**src/hw/rtl/mbpg_pkg.sv**
```systemverilog
package mbpg_pkg;

    typedef struct packed {
        logic [1:0]  pool_enables;
        logic [15:0] texture_fraction;
        logic [27:0] texture_manual_mb;
        logic [27:0] texture_min_mb;
        logic [15:0] mesh_share;
        logic [27:0] mesh_manual_mb;
        logic [27:0] mesh_min_mb;
        logic [27:0] rsv_mb;
    } t_cfg;

    localparam logic [2:0] REG_POOL_ENABLES      = 3'd0;
    localparam logic [2:0] REG_TEXTURE_FRACTION  = 3'd1;
    localparam logic [2:0] REG_TEXTURE_MANUAL_MB = 3'd2;
    localparam logic [2:0] REG_TEXTURE_MIN_MB    = 3'd3;
    localparam logic [2:0] REG_MESH_SHARE        = 3'd4;
    localparam logic [2:0] REG_MESH_MANUAL_MB    = 3'd5;
    localparam logic [2:0] REG_MESH_MIN_MB       = 3'd6;
    localparam logic [2:0] REG_RSV_MB            = 3'd7;

    localparam logic [15:0] TEX_FRAC_MIN  = 16'd3277;
    localparam logic [15:0] TEX_FRAC_MAX  = 16'd58982;
    localparam logic [15:0] MESH_FRAC_MIN = 16'd655;
    localparam logic [15:0] MESH_FRAC_MAX = 16'd32768;

    localparam logic [47:0] GIB_BYTES = 48'h0000_4000_0000;

    localparam logic [1:0] LVL_NORMAL   = 2'd0;
    localparam logic [1:0] LVL_SOFT     = 2'd1;
    localparam logic [1:0] LVL_CRITICAL = 2'd2;

endpackage

```
**src/hw/rtl/mbpg_regs.sv**
```systemverilog
module mbpg_regs (
    input  logic                 i_clk,
    input  logic                 i_rst_n,
    input  logic                 psel,
    input  logic                 penable,
    input  logic                 pwrite,
    input  logic [4:0]           paddr,
    input  logic [31:0]          pwdata,
    output logic [31:0]          prdata,
    output logic                 pready,
    output mbpg_pkg::t_cfg       o_cfg
);

    mbpg_pkg::t_cfg r_cfg;
    logic [2:0]     w_idx;
    logic           w_wr;

    assign w_idx  = paddr[4:2];
    assign w_wr   = psel & penable & pwrite;
    assign pready = 1'b1;
    assign o_cfg  = r_cfg;

    always_ff @(posedge i_clk) begin
        if (!i_rst_n) begin
            r_cfg.pool_enables      <= 2'd3;
            r_cfg.texture_fraction  <= 16'd32768;
            r_cfg.texture_manual_mb <= 28'd0;
            r_cfg.texture_min_mb    <= 28'd1024;
            r_cfg.mesh_share        <= 16'd6554;
            r_cfg.mesh_manual_mb    <= 28'd0;
            r_cfg.mesh_min_mb       <= 28'd256;
            r_cfg.rsv_mb            <= 28'd6144;
        end else if (w_wr) begin
            unique case (w_idx)
                mbpg_pkg::REG_POOL_ENABLES:      r_cfg.pool_enables      <= pwdata[1:0];
                mbpg_pkg::REG_TEXTURE_FRACTION:  r_cfg.texture_fraction  <= pwdata[15:0];
                mbpg_pkg::REG_TEXTURE_MANUAL_MB: r_cfg.texture_manual_mb <= pwdata[27:0];
                mbpg_pkg::REG_TEXTURE_MIN_MB:    r_cfg.texture_min_mb    <= pwdata[27:0];
                mbpg_pkg::REG_MESH_SHARE:        r_cfg.mesh_share        <= pwdata[15:0];
                mbpg_pkg::REG_MESH_MANUAL_MB:    r_cfg.mesh_manual_mb    <= pwdata[27:0];
                mbpg_pkg::REG_MESH_MIN_MB:       r_cfg.mesh_min_mb       <= pwdata[27:0];
                mbpg_pkg::REG_RSV_MB:            r_cfg.rsv_mb            <= pwdata[27:0];
                default: ;
            endcase
        end
    end

    always_comb begin
        unique case (w_idx)
            mbpg_pkg::REG_POOL_ENABLES:      prdata = {30'd0, r_cfg.pool_enables};
            mbpg_pkg::REG_TEXTURE_FRACTION:  prdata = {16'd0, r_cfg.texture_fraction};
            mbpg_pkg::REG_TEXTURE_MANUAL_MB: prdata = {4'd0, r_cfg.texture_manual_mb};
            mbpg_pkg::REG_TEXTURE_MIN_MB:    prdata = {4'd0, r_cfg.texture_min_mb};
            mbpg_pkg::REG_MESH_SHARE:        prdata = {16'd0, r_cfg.mesh_share};
            mbpg_pkg::REG_MESH_MANUAL_MB:    prdata = {4'd0, r_cfg.mesh_manual_mb};
            mbpg_pkg::REG_MESH_MIN_MB:       prdata = {4'd0, r_cfg.mesh_min_mb};
            mbpg_pkg::REG_RSV_MB:            prdata = {4'd0, r_cfg.rsv_mb};
            default:                         prdata = 32'd0;
        endcase
    end

endmodule

```
**src/hw/rtl/mbpg_mul.sv**
```systemverilog
module mbpg_mul (
    input  logic        i_clk,
    input  logic        i_rst_n,
    input  logic        i_start,
    input  logic [47:0] i_x,
    input  logic [15:0] i_m,
    output logic        o_done,
    output logic [63:0] o_prod
);

    logic [47:0] r_x;
    logic [15:0] r_m;
    logic [63:0] r_acc;
    logic [3:0]  r_cnt;
    logic        r_busy;
    logic        r_done;

    assign o_done = r_done;
    assign o_prod = r_acc;

    always_ff @(posedge i_clk) begin
        if (!i_rst_n) begin
            r_busy <= 1'b0;
            r_done <= 1'b0;
            r_cnt  <= 4'd0;
        end else begin
            r_done <= 1'b0;
            if (i_start) begin
                r_busy <= 1'b1;
                r_cnt  <= 4'd15;
            end else if (r_busy) begin
                r_cnt <= r_cnt - 4'd1;
                if (r_cnt == 4'd0) begin
                    r_busy <= 1'b0;
                    r_done <= 1'b1;
                end
            end
        end
    end

    always_ff @(posedge i_clk) begin
        if (i_start) begin
            r_x   <= i_x;
            r_m   <= i_m;
            r_acc <= 64'd0;
        end else if (r_busy) begin
            r_acc <= {r_acc[62:0], 1'b0} + (r_m[15] ? {16'd0, r_x} : 64'd0);
            r_m   <= {r_m[14:0], 1'b0};
        end
    end

endmodule

```
**src/hw/rtl/mbpg_muldiv.sv**
```systemverilog
module mbpg_muldiv (
    input  logic        i_clk,
    input  logic        i_rst_n,
    input  logic        i_start,
    input  logic [48:0] i_a,
    input  logic [47:0] i_b,
    input  logic [48:0] i_c,
    output logic        o_done,
    output logic [48:0] o_quot
);

    logic [48:0] r_a;
    logic [47:0] r_b;
    logic [48:0] r_c;
    logic [50:0] r_r;
    logic [48:0] r_q;
    logic [5:0]  r_cnt;
    logic        r_phase;
    logic        r_busy;
    logic        r_done;
    logic [51:0] w_d1;
    logic [51:0] w_d2;
    logic [1:0]  w_k;
    logic [50:0] w_rn;

    assign o_done = r_done;
    assign o_quot = r_q;

    assign w_d1 = {1'b0, r_r} - {3'b0, r_c};
    assign w_d2 = {1'b0, r_r} - {2'b0, r_c, 1'b0};

    always_comb begin
        if (!w_d2[51]) begin
            w_k  = 2'd2;
            w_rn = w_d2[50:0];
        end else if (!w_d1[51]) begin
            w_k  = 2'd1;
            w_rn = w_d1[50:0];
        end else begin
            w_k  = 2'd0;
            w_rn = r_r;
        end
    end

    always_ff @(posedge i_clk) begin
        if (!i_rst_n) begin
            r_busy  <= 1'b0;
            r_done  <= 1'b0;
            r_phase <= 1'b0;
            r_cnt   <= 6'd0;
        end else begin
            r_done <= 1'b0;
            if (i_start) begin
                r_busy  <= 1'b1;
                r_phase <= 1'b0;
                r_cnt   <= 6'd48;
            end else if (r_busy) begin
                r_phase <= ~r_phase;
                if (r_phase) begin
                    r_cnt <= r_cnt - 6'd1;
                    if (r_cnt == 6'd0) begin
                        r_busy <= 1'b0;
                        r_done <= 1'b1;
                    end
                end
            end
        end
    end

    always_ff @(posedge i_clk) begin
        if (i_start) begin
            r_a <= i_a;
            r_b <= i_b;
            r_c <= i_c;
            r_r <= 51'd0;
            r_q <= 49'd0;
        end else if (r_busy) begin
            if (!r_phase) begin
                r_r <= {r_r[49:0], 1'b0} + (r_a[48] ? {3'b0, r_b} : 51'd0);
                r_a <= {r_a[47:0], 1'b0};
            end else begin
                r_r <= w_rn;
                r_q <= {r_q[47:0], 1'b0} + {47'd0, w_k};
            end
        end
    end

endmodule

```
**src/hw/rtl/memory_budget_pressure_governor.sv**
```systemverilog
// Channel   Direction  Handshake                Payload
// input     in         i_in_valid / o_in_ready  installed, available, low flag, pool sizes
// result    out        o_out_valid / i_out_ready budgets, pressure, inserts flag, reserve
// config    in         psel / penable / pready  paddr, pwdata, prdata
// One item is handled at a time: the input is ready again in the same cycle that its
// result becomes valid. Up to two waits on the bit-serial multiply-divide unit and
// three waits on the serial multiplier take most of the time from acceptance to result.
// Each divide is skipped when it has nothing to do.
// Reset is synchronous and returns the pressure level to normal.
// A finished result waits in the output register while the next item is taken; a new
// result that finds it still occupied holds the block in its last state.
module memory_budget_pressure_governor #(
    parameter int RESERVE_FRACTION_Q16 = 16384
) (
    input  logic        i_clk,
    input  logic        i_rst_n,
    input  logic        i_in_valid,
    output logic        o_in_ready,
    input  logic [37:0] i_installed_kib,
    input  logic [37:0] i_effective_available_kib,
    input  logic        i_system_low_flag,
    input  logic [47:0] i_texture_pool_bytes,
    input  logic [47:0] i_mesh_pool_bytes,
    output logic        o_out_valid,
    input  logic        i_out_ready,
    output logic [47:0] o_tex_grant_bytes,
    output logic [47:0] o_mesh_grant_bytes,
    output logic [1:0]  o_pressure_out,
    output logic        o_insert_ok,
    output logic [47:0] o_reserve_bytes,
    input  logic        psel,
    input  logic        penable,
    input  logic        pwrite,
    input  logic [4:0]  paddr,
    input  logic [31:0] pwdata,
    output logic [31:0] prdata,
    output logic        pready
);

    localparam int RF_CLAMPED = (RESERVE_FRACTION_Q16 < 6554) ? 6554 :
                                ((RESERVE_FRACTION_Q16 > 32768) ? 32768 : RESERVE_FRACTION_Q16);
    localparam logic [15:0] RES_FRAC = 16'(RF_CLAMPED);

    localparam logic [3:0] S_IDLE = 4'd0;
    localparam logic [3:0] S_RES  = 4'd1;
    localparam logic [3:0] S_MULR = 4'd2;
    localparam logic [3:0] S_USE  = 4'd3;
    localparam logic [3:0] S_TST  = 4'd4;
    localparam logic [3:0] S_MULT = 4'd5;
    localparam logic [3:0] S_MST  = 4'd6;
    localparam logic [3:0] S_MULM = 4'd7;
    localparam logic [3:0] S_TOT  = 4'd8;
    localparam logic [3:0] S_CHK  = 4'd9;
    localparam logic [3:0] S_DIV1 = 4'd10;
    localparam logic [3:0] S_CMB  = 4'd11;
    localparam logic [3:0] S_D2S  = 4'd12;
    localparam logic [3:0] S_DIV2 = 4'd13;
    localparam logic [3:0] S_DONE = 4'd14;

    mbpg_pkg::t_cfg w_cfg;

    logic [3:0]  r_state;
    logic [1:0]  r_plevel;
    logic [47:0] r_inst;
    logic [47:0] r_eff;
    logic        r_low;
    logic [47:0] r_tpool;
    logic [47:0] r_mpool;
    logic [47:0] r_absf;
    logic [47:0] r_res;
    logic [47:0] r_use;
    logic [47:0] r_dtex;
    logic [47:0] r_dmesh;
    logic [48:0] r_dtot;
    logic [49:0] r_live;
    logic [48:0] r_comb;
    logic [47:0] r_crit;
    logic [48:0] r_critm;
    logic [48:0] r_resm;
    logic [47:0] r_texb;
    logic [47:0] r_meshb;
    logic        r_ovalid;
    logic [47:0] r_otex;
    logic [47:0] r_omesh;
    logic [1:0]  r_opress;
    logic [47:0] r_ores;

    logic        w_mul_start;
    logic [47:0] w_mul_x;
    logic [15:0] w_mul_m;
    logic        w_mul_done;
    logic [63:0] w_mul_p;
    logic        w_div_start;
    logic [48:0] w_div_a;
    logic        w_div_done;
    logic [48:0] w_div_q;
    logic [15:0] w_tfrac;
    logic [15:0] w_mfrac;
    logic [47:0] w_fracf;
    logic [47:0] w_absmb;
    logic [50:0] w_live;
    logic [47:0] w_margin;
    logic [47:0] w_half;
    logic [48:0] w_qsel;
    logic [48:0] w_mrest;
    logic [1:0]  n_plevel;
    logic        w_out_free;

    function automatic logic [47:0] f_desired(logic a_en, logic [27:0] a_man,
                                              logic [27:0] a_flo, logic [47:0] a_prod,
                                              logic [47:0] a_usable);
        logic [47:0] d;
        logic [47:0] fl;
        d  = (a_man != 28'd0) ? {a_man, 20'd0} : a_prod;
        fl = {a_flo, 20'd0};
        if (d < fl) d = fl;
        if (d > a_usable) d = a_usable;
        if (!a_en || a_usable == 48'd0) d = 48'd0;
        return d;
    endfunction

    mbpg_regs u_regs (
        .i_clk   (i_clk),
        .i_rst_n (i_rst_n),
        .psel    (psel),
        .penable (penable),
        .pwrite  (pwrite),
        .paddr   (paddr),
        .pwdata  (pwdata),
        .prdata  (prdata),
        .pready  (pready),
        .o_cfg   (w_cfg)
    );

    assign w_tfrac = (w_cfg.texture_fraction < mbpg_pkg::TEX_FRAC_MIN) ? mbpg_pkg::TEX_FRAC_MIN :
                     ((w_cfg.texture_fraction > mbpg_pkg::TEX_FRAC_MAX) ?
                      mbpg_pkg::TEX_FRAC_MAX : w_cfg.texture_fraction);
    assign w_mfrac = (w_cfg.mesh_share < mbpg_pkg::MESH_FRAC_MIN) ? mbpg_pkg::MESH_FRAC_MIN :
                     ((w_cfg.mesh_share > mbpg_pkg::MESH_FRAC_MAX) ?
                      mbpg_pkg::MESH_FRAC_MAX : w_cfg.mesh_share);

    assign w_mul_start = (r_state == S_RES) || (r_state == S_TST) || (r_state == S_MST);
    assign w_mul_x     = (r_state == S_RES) ? r_inst : r_use;
    assign w_mul_m     = (r_state == S_RES) ? RES_FRAC :
                         ((r_state == S_TST) ? w_tfrac : w_mfrac);

    mbpg_mul u_mul (
        .i_clk   (i_clk),
        .i_rst_n (i_rst_n),
        .i_start (w_mul_start),
        .i_x     (w_mul_x),
        .i_m     (w_mul_m),
        .o_done  (w_mul_done),
        .o_prod  (w_mul_p)
    );

    assign w_div_start = ((r_state == S_CHK) && (r_dtot > {1'b0, r_use})) ||
                         ((r_state == S_D2S) && (r_dtot != 49'd0));
    assign w_div_a     = (r_state == S_CHK) ? {1'b0, r_use} : r_comb;

    mbpg_muldiv u_div (
        .i_clk   (i_clk),
        .i_rst_n (i_rst_n),
        .i_start (w_div_start),
        .i_a     (w_div_a),
        .i_b     (r_dtex),
        .i_c     (r_dtot),
        .o_done  (w_div_done),
        .o_quot  (w_div_q)
    );

    assign w_fracf  = w_mul_p[63:16];
    assign w_absmb  = {w_cfg.rsv_mb, 20'd0};
    assign w_live   = {3'd0, r_tpool} + {3'd0, r_mpool} + {3'd0, r_eff} - {3'd0, r_res};
    assign w_half   = (r_res[47:1] > mbpg_pkg::GIB_BYTES[46:0]) ? {1'b0, r_res[47:1]} :
                      mbpg_pkg::GIB_BYTES;
    assign w_margin = (r_res[47:3] > mbpg_pkg::GIB_BYTES[44:0]) ? {3'd0, r_res[47:3]} :
                      mbpg_pkg::GIB_BYTES;
    assign w_qsel   = (r_dtot == 49'd0) ? 49'd0 : w_div_q;
    assign w_mrest  = r_comb - w_qsel;

    always_comb begin
        if (r_low || (r_eff < r_crit)) begin
            n_plevel = mbpg_pkg::LVL_CRITICAL;
        end else if ((r_plevel == mbpg_pkg::LVL_CRITICAL) && ({1'b0, r_eff} < r_critm)) begin
            n_plevel = mbpg_pkg::LVL_CRITICAL;
        end else if (r_eff < r_res) begin
            n_plevel = mbpg_pkg::LVL_SOFT;
        end else if ((r_plevel == mbpg_pkg::LVL_SOFT) && ({1'b0, r_eff} < r_resm)) begin
            n_plevel = mbpg_pkg::LVL_SOFT;
        end else begin
            n_plevel = mbpg_pkg::LVL_NORMAL;
        end
    end

    assign w_out_free = !r_ovalid || i_out_ready;
    assign o_in_ready = (r_state == S_IDLE);

    always_ff @(posedge i_clk) begin
        if (!i_rst_n) begin
            r_state  <= S_IDLE;
            r_plevel <= mbpg_pkg::LVL_NORMAL;
            r_ovalid <= 1'b0;
        end else begin
            r_ovalid <= ((r_state == S_DONE) && w_out_free) || (r_ovalid && !i_out_ready);
            unique case (r_state)
                S_IDLE: if (i_in_valid) r_state <= S_RES;
                S_RES:  r_state <= S_MULR;
                S_MULR: if (w_mul_done) r_state <= S_USE;
                S_USE:  r_state <= S_TST;
                S_TST:  r_state <= S_MULT;
                S_MULT: if (w_mul_done) r_state <= S_MST;
                S_MST:  r_state <= S_MULM;
                S_MULM: if (w_mul_done) r_state <= S_TOT;
                S_TOT:  r_state <= S_CHK;
                S_CHK:  r_state <= w_div_start ? S_DIV1 : S_CMB;
                S_DIV1: if (w_div_done) r_state <= S_CMB;
                S_CMB:  r_state <= S_D2S;
                S_D2S:  r_state <= w_div_start ? S_DIV2 : S_DONE;
                S_DIV2: if (w_div_done) r_state <= S_DONE;
                S_DONE: begin
                    if (w_out_free) begin
                        r_plevel <= n_plevel;
                        r_state  <= S_IDLE;
                    end
                end
                default: r_state <= S_IDLE;
            endcase
        end
    end

    always_ff @(posedge i_clk) begin
        unique case (r_state)
            S_IDLE: begin
                if (i_in_valid) begin
                    r_inst  <= {i_installed_kib, 10'd0};
                    r_eff   <= {i_effective_available_kib, 10'd0};
                    r_low   <= i_system_low_flag;
                    r_tpool <= i_texture_pool_bytes;
                    r_mpool <= i_mesh_pool_bytes;
                end
            end
            S_RES: r_absf <= (w_absmb > {1'b0, r_inst[47:1]}) ? {1'b0, r_inst[47:1]} : w_absmb;
            S_MULR: if (w_mul_done) r_res <= (r_absf > w_fracf) ? r_absf : w_fracf;
            S_USE: r_use <= (r_inst > r_res) ? (r_inst - r_res) : 48'd0;
            S_MULT: begin
                if (w_mul_done) begin
                    r_dtex <= f_desired(w_cfg.pool_enables[0], w_cfg.texture_manual_mb,
                                        w_cfg.texture_min_mb, w_fracf, r_use);
                end
            end
            S_MULM: begin
                if (w_mul_done) begin
                    r_dmesh <= f_desired(w_cfg.pool_enables[1], w_cfg.mesh_manual_mb,
                                         w_cfg.mesh_min_mb, w_fracf, r_use);
                end
            end
            S_TOT: begin
                r_dtot  <= {1'b0, r_dtex} + {1'b0, r_dmesh};
                r_live  <= w_live[50] ? 50'd0 : w_live[49:0];
                r_crit  <= w_half;
                r_critm <= {1'b0, w_half} + {1'b0, w_margin};
                r_resm  <= {1'b0, r_res} + {1'b0, w_margin};
            end
            S_DIV1: begin
                if (w_div_done) begin
                    r_dtex  <= w_div_q[47:0];
                    r_dmesh <= r_use - w_div_q[47:0];
                    r_dtot  <= {1'b0, r_use};
                end
            end
            S_CMB: r_comb <= ({1'b0, r_dtot} < r_live) ? r_dtot : r_live[48:0];
            S_D2S, S_DIV2: begin
                if (!w_cfg.pool_enables[1]) begin
                    r_texb  <= r_comb[47:0];
                    r_meshb <= 48'd0;
                end else if (!w_cfg.pool_enables[0]) begin
                    r_texb  <= 48'd0;
                    r_meshb <= r_comb[47:0];
                end else begin
                    r_texb  <= w_qsel[47:0];
                    r_meshb <= w_mrest[47:0];
                end
            end
            S_DONE: begin
                if (w_out_free) begin
                    r_otex   <= r_texb;
                    r_omesh  <= r_meshb;
                    r_opress <= n_plevel;
                    r_ores   <= r_res;
                end
            end
            default: ;
        endcase
    end

    assign o_out_valid        = r_ovalid;
    assign o_tex_grant_bytes  = r_otex;
    assign o_mesh_grant_bytes = r_omesh;
    assign o_pressure_out     = r_opress;
    assign o_insert_ok        = (r_opress == mbpg_pkg::LVL_NORMAL);
    assign o_reserve_bytes    = r_ores;

    a_mul_done_waited: assert property (@(posedge i_clk) disable iff (!i_rst_n)
        w_mul_done |-> (r_state == S_MULR || r_state == S_MULT || r_state == S_MULM))
        else $error("multiplier finished outside a wait state");

    a_div_done_waited: assert property (@(posedge i_clk) disable iff (!i_rst_n)
        w_div_done |-> (r_state == S_DIV1 || r_state == S_DIV2))
        else $error("divider finished outside a wait state");

    a_level_valid: assert property (@(posedge i_clk) disable iff (!i_rst_n)
        r_plevel != 2'd3)
        else $error("pressure level took the unused code");

    a_out_load: assert property (@(posedge i_clk) disable iff (!i_rst_n)
        (r_state == S_DONE && w_out_free) |=> (o_out_valid && r_opress == r_plevel))
        else $error("result not loaded with the updated pressure level");

endmodule

```
**config.mk**
```make
export PLATFORM = sky130hd
export DESIGN_NAME = memory_budget_pressure_governor
export DESIGN_NICKNAME = d
export VERILOG_FILES = /design/src/hw/rtl/mbpg_pkg.sv /design/src/hw/rtl/mbpg_regs.sv /design/src/hw/rtl/mbpg_mul.sv /design/src/hw/rtl/mbpg_muldiv.sv /design/src/hw/rtl/memory_budget_pressure_governor.sv
export SDC_FILE = /design/constraint.sdc
export NUM_CORES = 2
export LEC_CHECK = 0
export ABC_AREA = 1
export BUFFER_PORTS_ARGS = -buffer_cell sky130_fd_sc_hd__buf_2
export CAP_MARGIN = 20
export CORE_MARGIN = 2
export CORE_UTILIZATION = 30
export DETAILED_ROUTE_END_ITERATION = 8
export PLACE_DENSITY = 0.42
export SETUP_SLACK_MARGIN = 0.5
export SYNTH_ARGS = -nofsm -noshare
export SYNTH_HDL_FRONTEND = slang
export SYNTH_SLANG_ARGS = --single-unit
```
**constraint.sdc**
```tcl
create_clock -name i_clk -period 10.63 [get_ports i_clk]
set_input_delay 1.063 -clock i_clk [delete_from_list [all_inputs] [get_ports i_clk]]
set_output_delay 1.063 -clock i_clk [all_outputs]
set_load 0.01 [all_outputs]
```
==> run summary <==
Critical path endpoint category - register
Post-synth top flop - edfxtp_1
Initial core utilization - 0.302
Peak Freq - 124 MHz
Critical path endpoint - r_dmesh[36]
Adder-Cell Fraction of Synth Area - 0.129
Clock buffer depth - 4
Tot GR Track Use - 0.281
Synth Area in Compound Gates - 0.162
Skew final - 0.126 ns
Critical Path AT - 8.67 ns
Fin crit period - 8.06 ns
Num Clock Sinks - 1507
Post-DP HPWL - 440 mm
Final ANT Viol Nets - 0
Fin crit share - 0.758
Buf+Inv Stages, Crit Path - 7
Dpl cell area - 118000 µm²
Final #Nets - 16100
Most used cells in the layout excluding fill and tap cells - nand2_1 (2829), inv_1 (2129), nor2_1 (1614)
Largest family of logic cells by synthesized area - simple AND/OR/NAND/NOR gates
Post-CTS Resized - 0
Yosys reg bits - 1507
LEAKAGE - 55.6 nW
Most frequent CP cell - nand2_1
RSZ-0062 raised after global routing - false
Post-synthesis xor/xnor area fraction - 0.0299
Post-synthesis mux area share - 0
Grt total ovfl - 0
Clock H-tree levels - 4
Number of global-route vias before repair - 99200
Commonest non-fill, non-tap cell in the layout - nand2_1
CTS buffer count - 193
Die area - 373000 µm²
P&R area growth vs syn - 13.2%
DRC violations left - 0
I/O Pins - 399
Netlist cell types - 72
Core Util, Final - 0.341
CTS Root Cell - clkbuf_16
Routed vias/inst - 5.23
Max-slew violations - 0
Simple-gate share of the synthesized area - 0.212
TNS Setup - 0 ns
Avg Cell Area, Syn - 7.66 µm²
Setup violations, final - 0
Hold Path Class - in -> reg
Maximum fanout count along the critical path - 49
CTS tree - yes
Row cnt - 222
Gpl congestion - 1.02
Hold Buf Count CTS - 0
Max stage delay on crit path - 0.66 ns
Max IR drop VDD - 0.165 mV
Worst hold slack - 0.282 ns
Core area - 366000 µm²
CP startpoint - u_regs.o_cfg[72]
Crit Path Category - reg -> reg
Synth Instances - 14400
WL per Instance - 27.3 µm
Largest net degree at the start of global routing - 89
Slew HR - 0.239
Initial antenna violation count - 49
Design area - 125000 µm²
First-pass GRT wire length - 749 mm
Detailed Route Iter0 Violations - 10700
Crit path depth - 32
Largest delay share family, worst path - simple AND/OR/NAND/NOR gates
PD cells - 199 nW/µm²
Post-CTS Repair Setup Buffers - 0
Startpoint Class - register
Detailed-route via count - 104000
Sequential fraction of the synthesis area - 0.378
Max Cap Viol - 0
Slowest stage cell, crit path - nand2_1
Clock Latency Late Sink - 0.96 ns
Pre-antenna DRT Iters - 8
Overall power - 24.8 mW
Port buffer count - 387
R2R setup slack - 2.57 ns
FF-to-FF End - r_dmesh[36]
Share of layout cells above drive strength 1 - 0.0689
Post-Route WL - 540 mm
Outcome - completed
Final Hold Violating Endpoints - 0
Post-synth EDFFs - 1148
Clk slew on worst S/H paths - 0.06 ns
Die height - 610 µm
Critical R2R Launch - u_regs.o_cfg[72]
Synthesized area - 110000 µm²
Yosys warns - 0
Register-to-Register Path Depth - 32
Die width - 610 µm
Critical Path RT - 11.24 ns
Worst Tran Pin Value - 1.14 ns
Async SR Flop Fraction - 0
==> registers in the layout, indices dropped and copies added, names as in the netlist, 49 cells and up <==
register,flops
u_div.r_c,49
u_mul.o_prod,64
r_resm,49
r_dtot,49
u_div.r_r,51
r_comb,49
r_live,50
u_regs.o_cfg,174
u_div.r_a,49
==> where the power goes <==
group	total [mW]	switching, mW	internal, mW
Sequential	7.93	0.648	7.28
Clock	6.81	2.92	3.89
Combinational	10.1	7.04	3.05
Total	24.8	10.6	14.2
==> worst min path at each step <==
stage,slack (ns),endpoint,cells past startpoint,startpoint
floorplan,0.40,o_mesh_grant_bytes[0],0,r_meshb[0]
global placement,0.40,o_tex_grant_bytes[9],0,r_texb[9]
detailed placement,0.40,o_tex_grant_bytes[33],0,r_texb[33]
CTS,0.21,r_tpool[22],1,i_texture_pool_bytes[22]
global route,0.25,r_mpool[33],1,i_mesh_pool_bytes[33]
finish,0.28,r_tpool[41],1,i_texture_pool_bytes[41]
==> stage by stage <==
stage | instances | setup WS, ns
global placement | 19400 | 2.73
detailed placement | 19400 | 2.72
floorplan | 14400 | 1.09
global route | 19800 | 2.10
CTS | 19800 | 2.64
finish | 19800 | 2.57
==> routing by layer <==
metal  track usage  routed length, µm
met1         0.388             244000
met2         0.440             235000
met3        0.0314              32100
met4         0.128              28500
met5             0                 27
==> Yosys cell counts, drive strengths merged (155+ instances only) <==
cell type / number / area, µm²
nor3: 157 / 833
dfxtp: 359 / 7190
o21ai: 1120 / 5640
clkbuf: 269 / 1010
ha: 990 / 12400
nand4: 158 / 1000
nand2: 2838 / 10700
nand3: 674 / 3390
xor2: 243 / 2130
inv: 2155 / 8090
edfxtp: 1148 / 34500
a31oi: 155 / 970
nor2: 1640 / 6250
a21oi: 1346 / 6750
==> kinds of logic after synthesis <==
group | after synthesis
simple gates | 5667
xor+xnor | 377
flops | 1507
other cells | 2
buf+inv | 2551
compound gates | 3216
fa+ha+maj | 1085
==> layout make-up <==
| class | count | area [µm²] |
|---|---|---|
| clock buffer | 254 | 5220 |
| inverter | 2166 | 8140 |
| clock inverter | 99 | 1130 |
| fill | 39600 | 241000 |
| tap | 4816 | 6030 |
| timing repair buffer | 594 | 3530 |
| antenna | 14 | 35.0 |
| sequential | 1507 | 41700 |
| multi-input combinational | 10400 | 59200 |
Power figures use the tool's default switching activity.
